### config.mk
export PLATFORM = sky130hd
export DESIGN_NAME = three_voice_sound_generator
export DESIGN_NICKNAME = d
export VERILOG_FILES = /design/src/hw/rtl/tvsg_pkg.sv /design/src/hw/rtl/tvsg_tone.sv /design/src/hw/rtl/tvsg_noise.sv /design/src/hw/rtl/tvsg_env.sv /design/src/hw/rtl/three_voice_sound_generator.sv
export VERILOG_INCLUDE_DIRS = /design/src /design/src/hw/rtl
export SDC_FILE = /design/constraint.sdc
export NUM_CORES = 1
export LEC_CHECK = 0
export ABC_AREA = 1
export BUFFER_PORTS_ARGS = -buffer_cell sky130_fd_sc_hd__buf_4
export CORE_UTILIZATION = 55
export CTS_CLUSTER_SIZE = 30
export DETAILED_ROUTE_END_ITERATION = 10
export PLACE_DENSITY = 0.72
export SYNTH_ARGS = -nofsm -noshare
export SYNTH_HDL_FRONTEND = slang
export SYNTH_HIERARCHICAL = 1
export SYNTH_SLANG_ARGS = --single-unit
### constraint.sdc
create_clock -name clk_i -period 5 [get_ports clk_i]
set_input_delay 0.5 -clock clk_i [delete_from_list [all_inputs] [get_ports clk_i]]
set_output_delay 0.5 -clock clk_i [all_outputs]
set_load 0.02 [all_outputs]
### src/hw/rtl/three_voice_sound_generator_assert.svh
// Assertion helpers for the sound generator.
`ifndef THREE_VOICE_SOUND_GENERATOR_ASSERT_SVH
`define THREE_VOICE_SOUND_GENERATOR_ASSERT_SVH

// Property must hold at every rising clock edge out of reset.
`define TVSG_ASSERT(label, clk, rst_n, prop, msg) \
  label: assert property (@(posedge clk) disable iff (!rst_n) prop) else $error(msg);

// Condition must never be seen at a rising clock edge out of reset.
`define TVSG_ASSERT_NEVER(label, clk, rst_n, cond, msg) \
  label: assert property (@(posedge clk) disable iff (!rst_n) !(cond)) else $error(msg);

`endif

### src/hw/rtl/tvsg_pkg.sv
package tvsg_pkg;

  localparam int unsigned MAX_VOICES     = 3;
  localparam int unsigned VOICES_DEFAULT = 3;

  typedef enum logic [1:0] {
    OP_TICK   = 2'd0,
    OP_SELECT = 2'd1,
    OP_WRITE  = 2'd2,
    OP_READ   = 2'd3
  } op_e;

  // register map
  localparam logic [3:0] REG_TONE_A_LO = 4'd0;
  localparam logic [3:0] REG_TONE_A_HI = 4'd1;
  localparam logic [3:0] REG_TONE_B_LO = 4'd2;
  localparam logic [3:0] REG_TONE_B_HI = 4'd3;
  localparam logic [3:0] REG_TONE_C_LO = 4'd4;
  localparam logic [3:0] REG_TONE_C_HI = 4'd5;
  localparam logic [3:0] REG_NOISE_PER = 4'd6;
  localparam logic [3:0] REG_MIXER     = 4'd7;
  localparam logic [3:0] REG_VOL_A     = 4'd8;
  localparam logic [3:0] REG_VOL_B     = 4'd9;
  localparam logic [3:0] REG_VOL_C     = 4'd10;
  localparam logic [3:0] REG_ENV_LO    = 4'd11;
  localparam logic [3:0] REG_ENV_HI    = 4'd12;
  localparam logic [3:0] REG_ENV_SHAPE = 4'd13;

  // envelope shape bits
  localparam int unsigned SHAPE_HOLD      = 0;
  localparam int unsigned SHAPE_ALTERNATE = 1;
  localparam int unsigned SHAPE_ATTACK    = 2;
  localparam int unsigned SHAPE_CONTINUE  = 3;

  localparam int unsigned VOL_ENV_BIT = 4;

  typedef struct packed {
    logic tick;
    logic shape_we;
  } env_ctrl_t;

endpackage

### src/hw/rtl/tvsg_tone.sv
module tvsg_tone (
  input  logic        clk_i,
  input  logic        rst_ni,
  input  logic        tick_i,
  input  logic [15:0] period_i,
  output logic        tone_o
);

  logic [15:0] cnt_q, cnt_d;
  logic        tone_q, tone_d;
  logic [16:0] cnt_inc;

  assign cnt_inc = {1'b0, cnt_q} + 17'd1;

  always_comb begin
    cnt_d  = cnt_q;
    tone_d = tone_q;
    if (tick_i) begin
      if (cnt_inc >= {1'b0, period_i}) begin
        cnt_d  = '0;
        tone_d = ~tone_q;
      end else begin
        cnt_d = cnt_inc[15:0];
      end
    end
  end

  always_ff @(posedge clk_i or negedge rst_ni) begin
    if (!rst_ni) begin
      cnt_q  <= '0;
      tone_q <= 1'b0;
    end else begin
      cnt_q  <= cnt_d;
      tone_q <= tone_d;
    end
  end

  // next value: the mixer samples it on the same tick
  assign tone_o = tone_d;

endmodule

### src/hw/rtl/tvsg_noise.sv
module tvsg_noise (
  input  logic       clk_i,
  input  logic       rst_ni,
  input  logic       tick_i,
  input  logic [4:0] period_i,
  output logic       noise_o
);

  logic [5:0]  cnt_q, cnt_d;
  logic [15:0] shift_q, shift_d;
  logic        out_q, out_d;
  logic [6:0]  cnt_inc;
  logic        fb;

  assign cnt_inc = {1'b0, cnt_q} + 7'd1;
  assign fb      = ~(out_q ^ shift_q[13]);

  always_comb begin
    cnt_d   = cnt_q;
    shift_d = shift_q;
    out_d   = out_q;
    if (tick_i) begin
      // noise period is twice the register value
      if (cnt_inc >= {1'b0, period_i, 1'b0}) begin
        cnt_d   = '0;
        shift_d = {shift_q[14:0], fb};
        out_d   = shift_q[15];
      end else begin
        cnt_d = cnt_inc[5:0];
      end
    end
  end

  always_ff @(posedge clk_i or negedge rst_ni) begin
    if (!rst_ni) begin
      cnt_q   <= '0;
      shift_q <= '0;
      out_q   <= 1'b0;
    end else begin
      cnt_q   <= cnt_d;
      shift_q <= shift_d;
      out_q   <= out_d;
    end
  end

  assign noise_o = out_d;

endmodule

### src/hw/rtl/tvsg_env.sv
module tvsg_env (
  input  logic                clk_i,
  input  logic                rst_ni,
  input  tvsg_pkg::env_ctrl_t ctrl_i,
  input  logic [7:0]          shape_data_i,
  input  logic [15:0]         period_i,
  output logic [7:0]          shape_o,
  output logic [3:0]          level_o
);
  import tvsg_pkg::*;

  logic [16:0] cnt_q, cnt_d;
  logic [3:0]  lvl_q, lvl_d;
  logic        done_q, done_d;
  logic [7:0]  shape_q, shape_d;
  logic [17:0] cnt_inc;
  logic [3:0]  end_lvl;

  assign cnt_inc = {1'b0, cnt_q} + 18'd1;
  assign end_lvl = shape_q[SHAPE_ATTACK] ? 4'hF : 4'h0;

  always_comb begin
    cnt_d   = cnt_q;
    lvl_d   = lvl_q;
    done_d  = done_q;
    shape_d = shape_q;
    if (ctrl_i.shape_we) begin
      shape_d = shape_data_i;
      done_d  = 1'b0;
      lvl_d   = shape_data_i[SHAPE_ATTACK] ? 4'h0 : 4'hF;
    end else if (ctrl_i.tick) begin
      if (cnt_inc >= {1'b0, period_i, 1'b0}) begin
        cnt_d = '0;
        if (!done_q) begin
          if (lvl_q != end_lvl) begin
            lvl_d = shape_q[SHAPE_ATTACK] ? lvl_q + 4'd1 : lvl_q - 4'd1;
          end else begin
            done_d = 1'b1;
            if (!shape_q[SHAPE_CONTINUE]) begin
              // one-shot shapes settle at zero
              lvl_d = 4'h0;
            end else if (shape_q[SHAPE_HOLD]) begin
              if (shape_q[SHAPE_ALTERNATE]) begin
                lvl_d = ~lvl_q;
              end
            end else begin
              if (!shape_q[SHAPE_ALTERNATE]) begin
                lvl_d = ~lvl_q;
              end else begin
                shape_d[SHAPE_ATTACK] = ~shape_q[SHAPE_ATTACK];
              end
              done_d = 1'b0;
            end
          end
        end
      end else begin
        cnt_d = cnt_inc[16:0];
      end
    end
  end

  always_ff @(posedge clk_i or negedge rst_ni) begin
    if (!rst_ni) begin
      cnt_q   <= '0;
      lvl_q   <= '0;
      done_q  <= 1'b0;
      shape_q <= '0;
    end else begin
      cnt_q   <= cnt_d;
      lvl_q   <= lvl_d;
      done_q  <= done_d;
      shape_q <= shape_d;
    end
  end

  assign shape_o = shape_q;
  assign level_o = lvl_d;

endmodule

### src/hw/rtl/three_voice_sound_generator.sv
// channel | handshake             | word
// --------+-----------------------+------------------------------------------------
// in      | in_valid_i/in_ready_o | opcode_i, bus_data_i
// out     | out_valid_o/out_ready_i | level_a_o, level_b_o, level_c_o, read_byte_o,
//         |                       | read_valid_o
//
// One word per cycle while out_ready_i stays high; a taken input word passes
// from the input register through one pass of the generators into the result
// register, which drives the outputs; a stall holds it in the input register.
// Reset (rst_ni low) clears all but the payload registers at once.
// While out_ready_i is low the result is held and one more input word is
// buffered; in_ready_o drops only when both registers are full.
`include "three_voice_sound_generator_assert.svh"

module three_voice_sound_generator #(
  parameter int unsigned VOICES = tvsg_pkg::VOICES_DEFAULT
) (
  input  logic       clk_i,
  input  logic       rst_ni,
  input  logic       in_valid_i,
  output logic       in_ready_o,
  input  logic [1:0] opcode_i,
  input  logic [7:0] bus_data_i,
  output logic       out_valid_o,
  input  logic       out_ready_i,
  output logic [3:0] level_a_o,
  output logic [3:0] level_b_o,
  output logic [3:0] level_c_o,
  output logic [7:0] read_byte_o,
  output logic       read_valid_o
);
  import tvsg_pkg::*;

  // input register
  logic       in_valid_q;
  op_e        in_op_q;
  logic [7:0] in_data_q;

  // result register
  logic       out_valid_q;
  logic [3:0] res_lvl_q [MAX_VOICES];
  logic [7:0] res_byte_q;
  logic       res_rv_q;

  logic adv, fire, in_acc;

  // bus registers
  logic [3:0]  sel_q, sel_d;
  logic [15:0] tone_per_q [MAX_VOICES];
  logic [15:0] tone_per_d [MAX_VOICES];
  logic [7:0]  noise_per_q, noise_per_d;
  logic [7:0]  mixer_q, mixer_d;
  logic [7:0]  vol_q [MAX_VOICES];
  logic [7:0]  vol_d [MAX_VOICES];
  logic [15:0] env_per_q, env_per_d;

  logic [MAX_VOICES-1:0][3:0] lvl_q, lvl_d;

  logic [MAX_VOICES-1:0] tone_out;
  logic                  noise_out;
  logic [3:0]            env_lvl;
  logic [7:0]            env_shape;
  env_ctrl_t             env_ctrl;
  logic                  tick, wr;
  logic [7:0]            rd_byte;
  logic                  rd_valid;

  assign adv        = !out_valid_q || out_ready_i;
  assign fire       = in_valid_q && adv;
  assign in_ready_o = !in_valid_q || adv;
  assign in_acc     = in_valid_i && in_ready_o;

  assign tick = fire && (in_op_q == OP_TICK);
  assign wr   = fire && (in_op_q == OP_WRITE);

  assign env_ctrl.tick     = tick;
  assign env_ctrl.shape_we = wr && (sel_q == REG_ENV_SHAPE);

  for (genvar v = 0; v < MAX_VOICES; v++) begin : g_voice
    if (v < VOICES) begin : g_on
      tvsg_tone u_tone (
        .clk_i    (clk_i),
        .rst_ni   (rst_ni),
        .tick_i   (tick),
        .period_i (tone_per_q[v]),
        .tone_o   (tone_out[v])
      );
    end else begin : g_off
      assign tone_out[v] = 1'b0;
    end
  end

  tvsg_noise u_noise (
    .clk_i    (clk_i),
    .rst_ni   (rst_ni),
    .tick_i   (tick),
    .period_i (noise_per_q[4:0]),
    .noise_o  (noise_out)
  );

  tvsg_env u_env (
    .clk_i        (clk_i),
    .rst_ni       (rst_ni),
    .ctrl_i       (env_ctrl),
    .shape_data_i (in_data_q),
    .period_i     (env_per_q),
    .shape_o      (env_shape),
    .level_o      (env_lvl)
  );

  // register select and writes
  always_comb begin
    sel_d       = sel_q;
    tone_per_d  = tone_per_q;
    noise_per_d = noise_per_q;
    mixer_d     = mixer_q;
    vol_d       = vol_q;
    env_per_d   = env_per_q;
    if (fire && (in_op_q == OP_SELECT) && (in_data_q[7:4] == 4'd0)) begin
      sel_d = in_data_q[3:0];
    end
    if (wr) begin
      case (sel_q)
        REG_TONE_A_LO: tone_per_d[0][7:0]  = in_data_q;
        REG_TONE_A_HI: tone_per_d[0][15:8] = in_data_q;
        REG_TONE_B_LO: tone_per_d[1][7:0]  = in_data_q;
        REG_TONE_B_HI: tone_per_d[1][15:8] = in_data_q;
        REG_TONE_C_LO: tone_per_d[2][7:0]  = in_data_q;
        REG_TONE_C_HI: tone_per_d[2][15:8] = in_data_q;
        REG_NOISE_PER: noise_per_d         = in_data_q;
        REG_MIXER:     mixer_d             = in_data_q;
        REG_VOL_A:     vol_d[0]            = in_data_q;
        REG_VOL_B:     vol_d[1]            = in_data_q;
        REG_VOL_C:     vol_d[2]            = in_data_q;
        REG_ENV_LO:    env_per_d[7:0]      = in_data_q;
        REG_ENV_HI:    env_per_d[15:8]     = in_data_q;
        default:       ;
      endcase
    end
  end

  // mixer: a disabled tone or noise source reads as high
  always_comb begin
    logic       t, n;
    logic [3:0] amp;
    lvl_d = lvl_q;
    for (int c = 0; c < MAX_VOICES; c++) begin
      t   = mixer_q[c] | tone_out[c];
      n   = mixer_q[c+3] | noise_out;
      amp = vol_q[c][VOL_ENV_BIT] ? env_lvl : vol_q[c][3:0];
      if (tick && (c < VOICES)) begin
        lvl_d[c] = (t && n) ? amp : 4'd0;
      end
    end
  end

  // read-back
  always_comb begin
    rd_byte  = 8'd0;
    rd_valid = (sel_q <= REG_ENV_SHAPE);
    case (sel_q)
      REG_TONE_A_LO: rd_byte = tone_per_q[0][7:0];
      REG_TONE_A_HI: rd_byte = tone_per_q[0][15:8];
      REG_TONE_B_LO: rd_byte = tone_per_q[1][7:0];
      REG_TONE_B_HI: rd_byte = tone_per_q[1][15:8];
      REG_TONE_C_LO: rd_byte = tone_per_q[2][7:0];
      REG_TONE_C_HI: rd_byte = tone_per_q[2][15:8];
      REG_NOISE_PER: rd_byte = noise_per_q;
      REG_MIXER:     rd_byte = mixer_q;
      REG_VOL_A:     rd_byte = vol_q[0];
      REG_VOL_B:     rd_byte = vol_q[1];
      REG_VOL_C:     rd_byte = vol_q[2];
      REG_ENV_LO:    rd_byte = env_per_q[7:0];
      REG_ENV_HI:    rd_byte = env_per_q[15:8];
      REG_ENV_SHAPE: rd_byte = env_shape;
      default:       rd_byte = 8'd0;
    endcase
  end

  always_ff @(posedge clk_i or negedge rst_ni) begin
    if (!rst_ni) begin
      in_valid_q  <= 1'b0;
      out_valid_q <= 1'b0;
      sel_q       <= '0;
      noise_per_q <= '0;
      mixer_q     <= '0;
      env_per_q   <= '0;
      lvl_q       <= '0;
      for (int c = 0; c < MAX_VOICES; c++) begin
        tone_per_q[c] <= '0;
        vol_q[c]      <= '0;
      end
    end else begin
      if (in_acc) begin
        in_valid_q <= 1'b1;
      end else if (fire) begin
        in_valid_q <= 1'b0;
      end
      if (fire) begin
        out_valid_q <= 1'b1;
      end else if (out_ready_i) begin
        out_valid_q <= 1'b0;
      end
      sel_q       <= sel_d;
      tone_per_q  <= tone_per_d;
      noise_per_q <= noise_per_d;
      mixer_q     <= mixer_d;
      vol_q       <= vol_d;
      env_per_q   <= env_per_d;
      lvl_q       <= lvl_d;
    end
  end

  // payload registers
  always_ff @(posedge clk_i) begin
    if (in_acc) begin
      in_op_q   <= op_e'(opcode_i);
      in_data_q <= bus_data_i;
    end
    if (fire) begin
      for (int c = 0; c < MAX_VOICES; c++) begin
        res_lvl_q[c] <= lvl_d[c];
      end
      res_byte_q <= (in_op_q == OP_READ && rd_valid) ? rd_byte : 8'd0;
      res_rv_q   <= (in_op_q == OP_READ) && rd_valid;
    end
  end

  assign out_valid_o  = out_valid_q;
  assign level_a_o    = res_lvl_q[0];
  assign level_b_o    = res_lvl_q[1];
  assign level_c_o    = res_lvl_q[2];
  assign read_byte_o  = res_byte_q;
  assign read_valid_o = res_rv_q;

  `TVSG_ASSERT(a_fire_fills_out, clk_i, rst_ni, fire |=> out_valid_q, "result word lost")
  `TVSG_ASSERT(a_levels_only_on_tick, clk_i, rst_ni,
               (fire && in_op_q != OP_TICK) |=> $stable(lvl_q), "levels moved without tick")
  `TVSG_ASSERT(a_in_hold, clk_i, rst_ni,
               (in_valid_q && !adv) |=> (in_valid_q && $stable(in_op_q)), "input word dropped")
  `TVSG_ASSERT_NEVER(a_read_byte_zero, clk_i, rst_ni,
                     out_valid_o && !read_valid_o && read_byte_o != 8'd0,
                     "read byte without valid read")

endmodule

==> results.ini <==
[status]
status = finished with violations
violations = design-rule violations

[logic_synthesis]
synth_top_area_share_pct = 37.98
yosys.area_share.simple_pct = 28.36
synth_edf_count = 31
yosysTopAreaCell = dfrtp_1
muxShareOfSynthArea_pct = 0.1344
synth_area_leaders = dfrtp_1, nand2_1, ha_1
synth_xor_area_share_pct = 3.814
synthFlopType = dfrtp_1
synth_compound_area_share_pct = 8.940
async_reset_ff_share_pct = 87.94
yosysSeqAreaShare_pct = 44.23
synth_area_um2 = 14890
synthAdderAreaFrac_pct = 6.520
ys_seq_elements = 257
ys_warn_count = 6
synth_top_family_by_area = simple AND/OR/NAND/NOR gates
syn_avg_cell_area_um2 = 8.002
syn_nets = 1952
synthesis.instances = 1861
yosysUniqueCellTypes = 45

[clock_tree]
cts_resized = 0
hold_buffers = 0
cts_setup_buffers = 0
clk_latency_ns = 0.55
root_buffer = clkbuf_16
cts_sinks = 257
clk_pin_slew_worst_paths_ns = 0.06
htreeDepth = 1
numCtsBuffers = 29
cts.path.max_buffers = 3
cts_tree = yes

[worst_setup_path]
path_depth = 25
crit_type = register to register
start_kind = register
crit_slowest_cell = dfrtp_1
path_buf_inv = 2
slowest_delay_ns = 0.43
worstReg2RegEnd = res_lvl_q[0][2]
end_kind = register
cp_top_family = simple AND/OR/NAND/NOR gates
arrival_ns = 4.07
crit_fanout = 5
reg2reg_depth = 25
endpoint = res_lvl_q[0][2]
cp.required_ns = 5.33
r2r_setup_slack_ns = 1.26
cpMostUsedCell = nand2_1
startpoint = u_env/cnt_q[2]
worstReg2RegStart = u_env/cnt_q[2]

[timing]
period_share_pct = 74.80
rsz0062_at_grt = no
final.min_clock_period_ns = 3.740
drv_slew = 0
finalHoldViolCount = 0
relSlewSlack_pct = 39.33
skew_ns = 0.01904
whs_ns = 0.04144
tightest_slew_ns = 0.9101
fin_ws_ns = 1.260
fmax_mhz = 267.4
fin_tns_setup_ns = 0
setup_viol = 0

[route]
drt-pass1-iter-count = 9
vias_per_cell = 5.403
antenna_left = 0
drt_iter0_drc = 1006
drc = 2
vias = 12060
routed_wl_um = 34740
wl_per_cell_um = 15.57

[pwr]
vdd_ir_drop_max_mv = 0.4818
p_leak_nw = 8.000
total_power_mw = 6.933
cellPowerDensity_nw_per_um2 = 425.1

[place]
dp_cells = 2177
portBuffers = 36
place_area_um2 = 15310
hpwl_um = 24300
place_congestion = 0.9054
post-place-ws_ns = 1.321

[die]
die_y_um = 166.5
dieArea_um2 = 27740
pin_count = 37
num_rows = 59
die_w_um = 166.5
design.core.area_um2 = 26280
start_util_pct = 56.67

[grt]
grt_pass1_wl_um = 58640
overflow = 0
grt_max_degree = 120
antenna_found_initial = 1
grt_pass1_vias = 11650
track_usage_pct = 25.90

[cells_and_area]
fin_util_pct = 62.05
fill_cells = 2255
finalNetCount = 1964
area_growth_pct = 9.511
antenna_cells = 0
fin_cells = 2231
drive_above_1_share_pct = 9.968
final_cell_area_um2 = 16310

[hold_path]
hold_path_class = input pin to asynchronous set/reset pin

[run]
drv_cap = 0

==> power by group <==
group          internal [mW]  switching [mW]  total [mW]
Combinational          0.680            1.39        2.07
Clock                   1.35           0.872        2.22
Sequential              2.39           0.247        2.64
==> kinds of logic after synthesis <==
kind of cell	Yosys count
fa+ha+maj	77
simple gates	935
xor+xnor	58
buf+inv	288
flops	257
mux	2
compound gates	244
==> placed cells by master (no fill, tap or decap), types with 8 or more instances in the layout <==
master / instances
nand2_1: 600
dfrtp_1: 226
inv_1: 216
nand3_1: 144
o21ai_0: 98
nor2_1: 95
ha_1: 76
o21ai_1: 75
xor2_1: 46
buf_4: 45
edfxtp_1: 31
clkbuf_16: 29
o22ai_1: 25
a21oi_1: 23
nor2_2: 21
o31ai_1: 13
nand3_2: 13
nor2_4: 11
nand3_4: 11
nand4_1: 11
clkinv_2: 9
xor2_2: 8
==> final cells by class <==
type,count,area (µm²),share of cell area [%]
Sequential cell,257,6586,40.39
Timing Repair Buffer,46,352.8,2.164
Inverter,223,837.1,5.133
Tap cell,335,419.2,2.570
Clock inverter,19,225.2,1.381
Clock buffer,35,768.2,4.711
Multi-Input combinational cell,1316,7119,43.66
==> routing by layer <==
layer / share of wire, % / track usage (%)
met5: 0 / 0
met4: 1.9 / 6.361
met3: 5.8 / 3.683
met2: 46 / 42.31
met1: 46 / 36.45
==> state kept, by name (all words and copies together) (netlist names), 2 cells and up <==
register / count
u_env/lvl_q: 4
tone_per_q: 48
mixer_q: 8
vol_q: 24
noise_per_q: 8
u_noise/shift_q: 16
res_lvl_q: 12
in_data_q: 8
u_env/cnt_q: 17
g_voice.g_on.u_tone/cnt_q: 48
sel_q: 4
u_noise/cnt_q: 6
lvl_q: 12
u_env/shape_o: 8
env_per_q: 16
g_voice.g_on.u_tone/tone_q: 3
in_op_q: 2
read_byte_o: 8
==> worst min-delay path by stage <==
stage | startpoint | endpoint | cells after the start | slack (ns)
4_1_cts | rst_ni | noise_per_q[2] | 1 | 0.09
3_5_place_dp | u_env/shape_o[5] | u_env/shape_o[5] | 2 | 0.46
6_report | rst_ni | u_noise/shift_q[1] | 1 | 0.04
3_3_place_gp | u_noise/shift_q[2] | u_noise/shift_q[2] | 2 | 0.45
2_1_floorplan | rst_ni | env_per_q[0] | 0 | 0.20
5_1_grt | bus_data_i[4] | in_data_q[4] | 1 | 0.11
==> Yosys cell counts, types with 2 or more instances <==
cell type / instances
xor2_1: 46
ha_1: 76
nor3_1: 2
mux2i_1: 2
edfxtp_1: 31
nand3_4: 11
buf_4: 4
nand2_4: 6
nor2_2: 21
nand2_2: 7
dfrtp_1: 226
a41oi_1: 2
buf_2: 29
clkbuf_1: 23
xor2_2: 8
inv_1: 217
nor2_1: 95
nand3_2: 13
xnor2_1: 4
a21o_1: 4
nor2_4: 11
buf_6: 8
inv_2: 5
o21ai_0: 98
nand3_1: 144
o21ai_1: 75
o22ai_1: 25
nand2_1: 600
nand3b_1: 4
o31ai_1: 13
a21oi_1: 23
or2_2: 5
nand4_1: 11
Note: power is estimated with default switching activity, not from simulation.
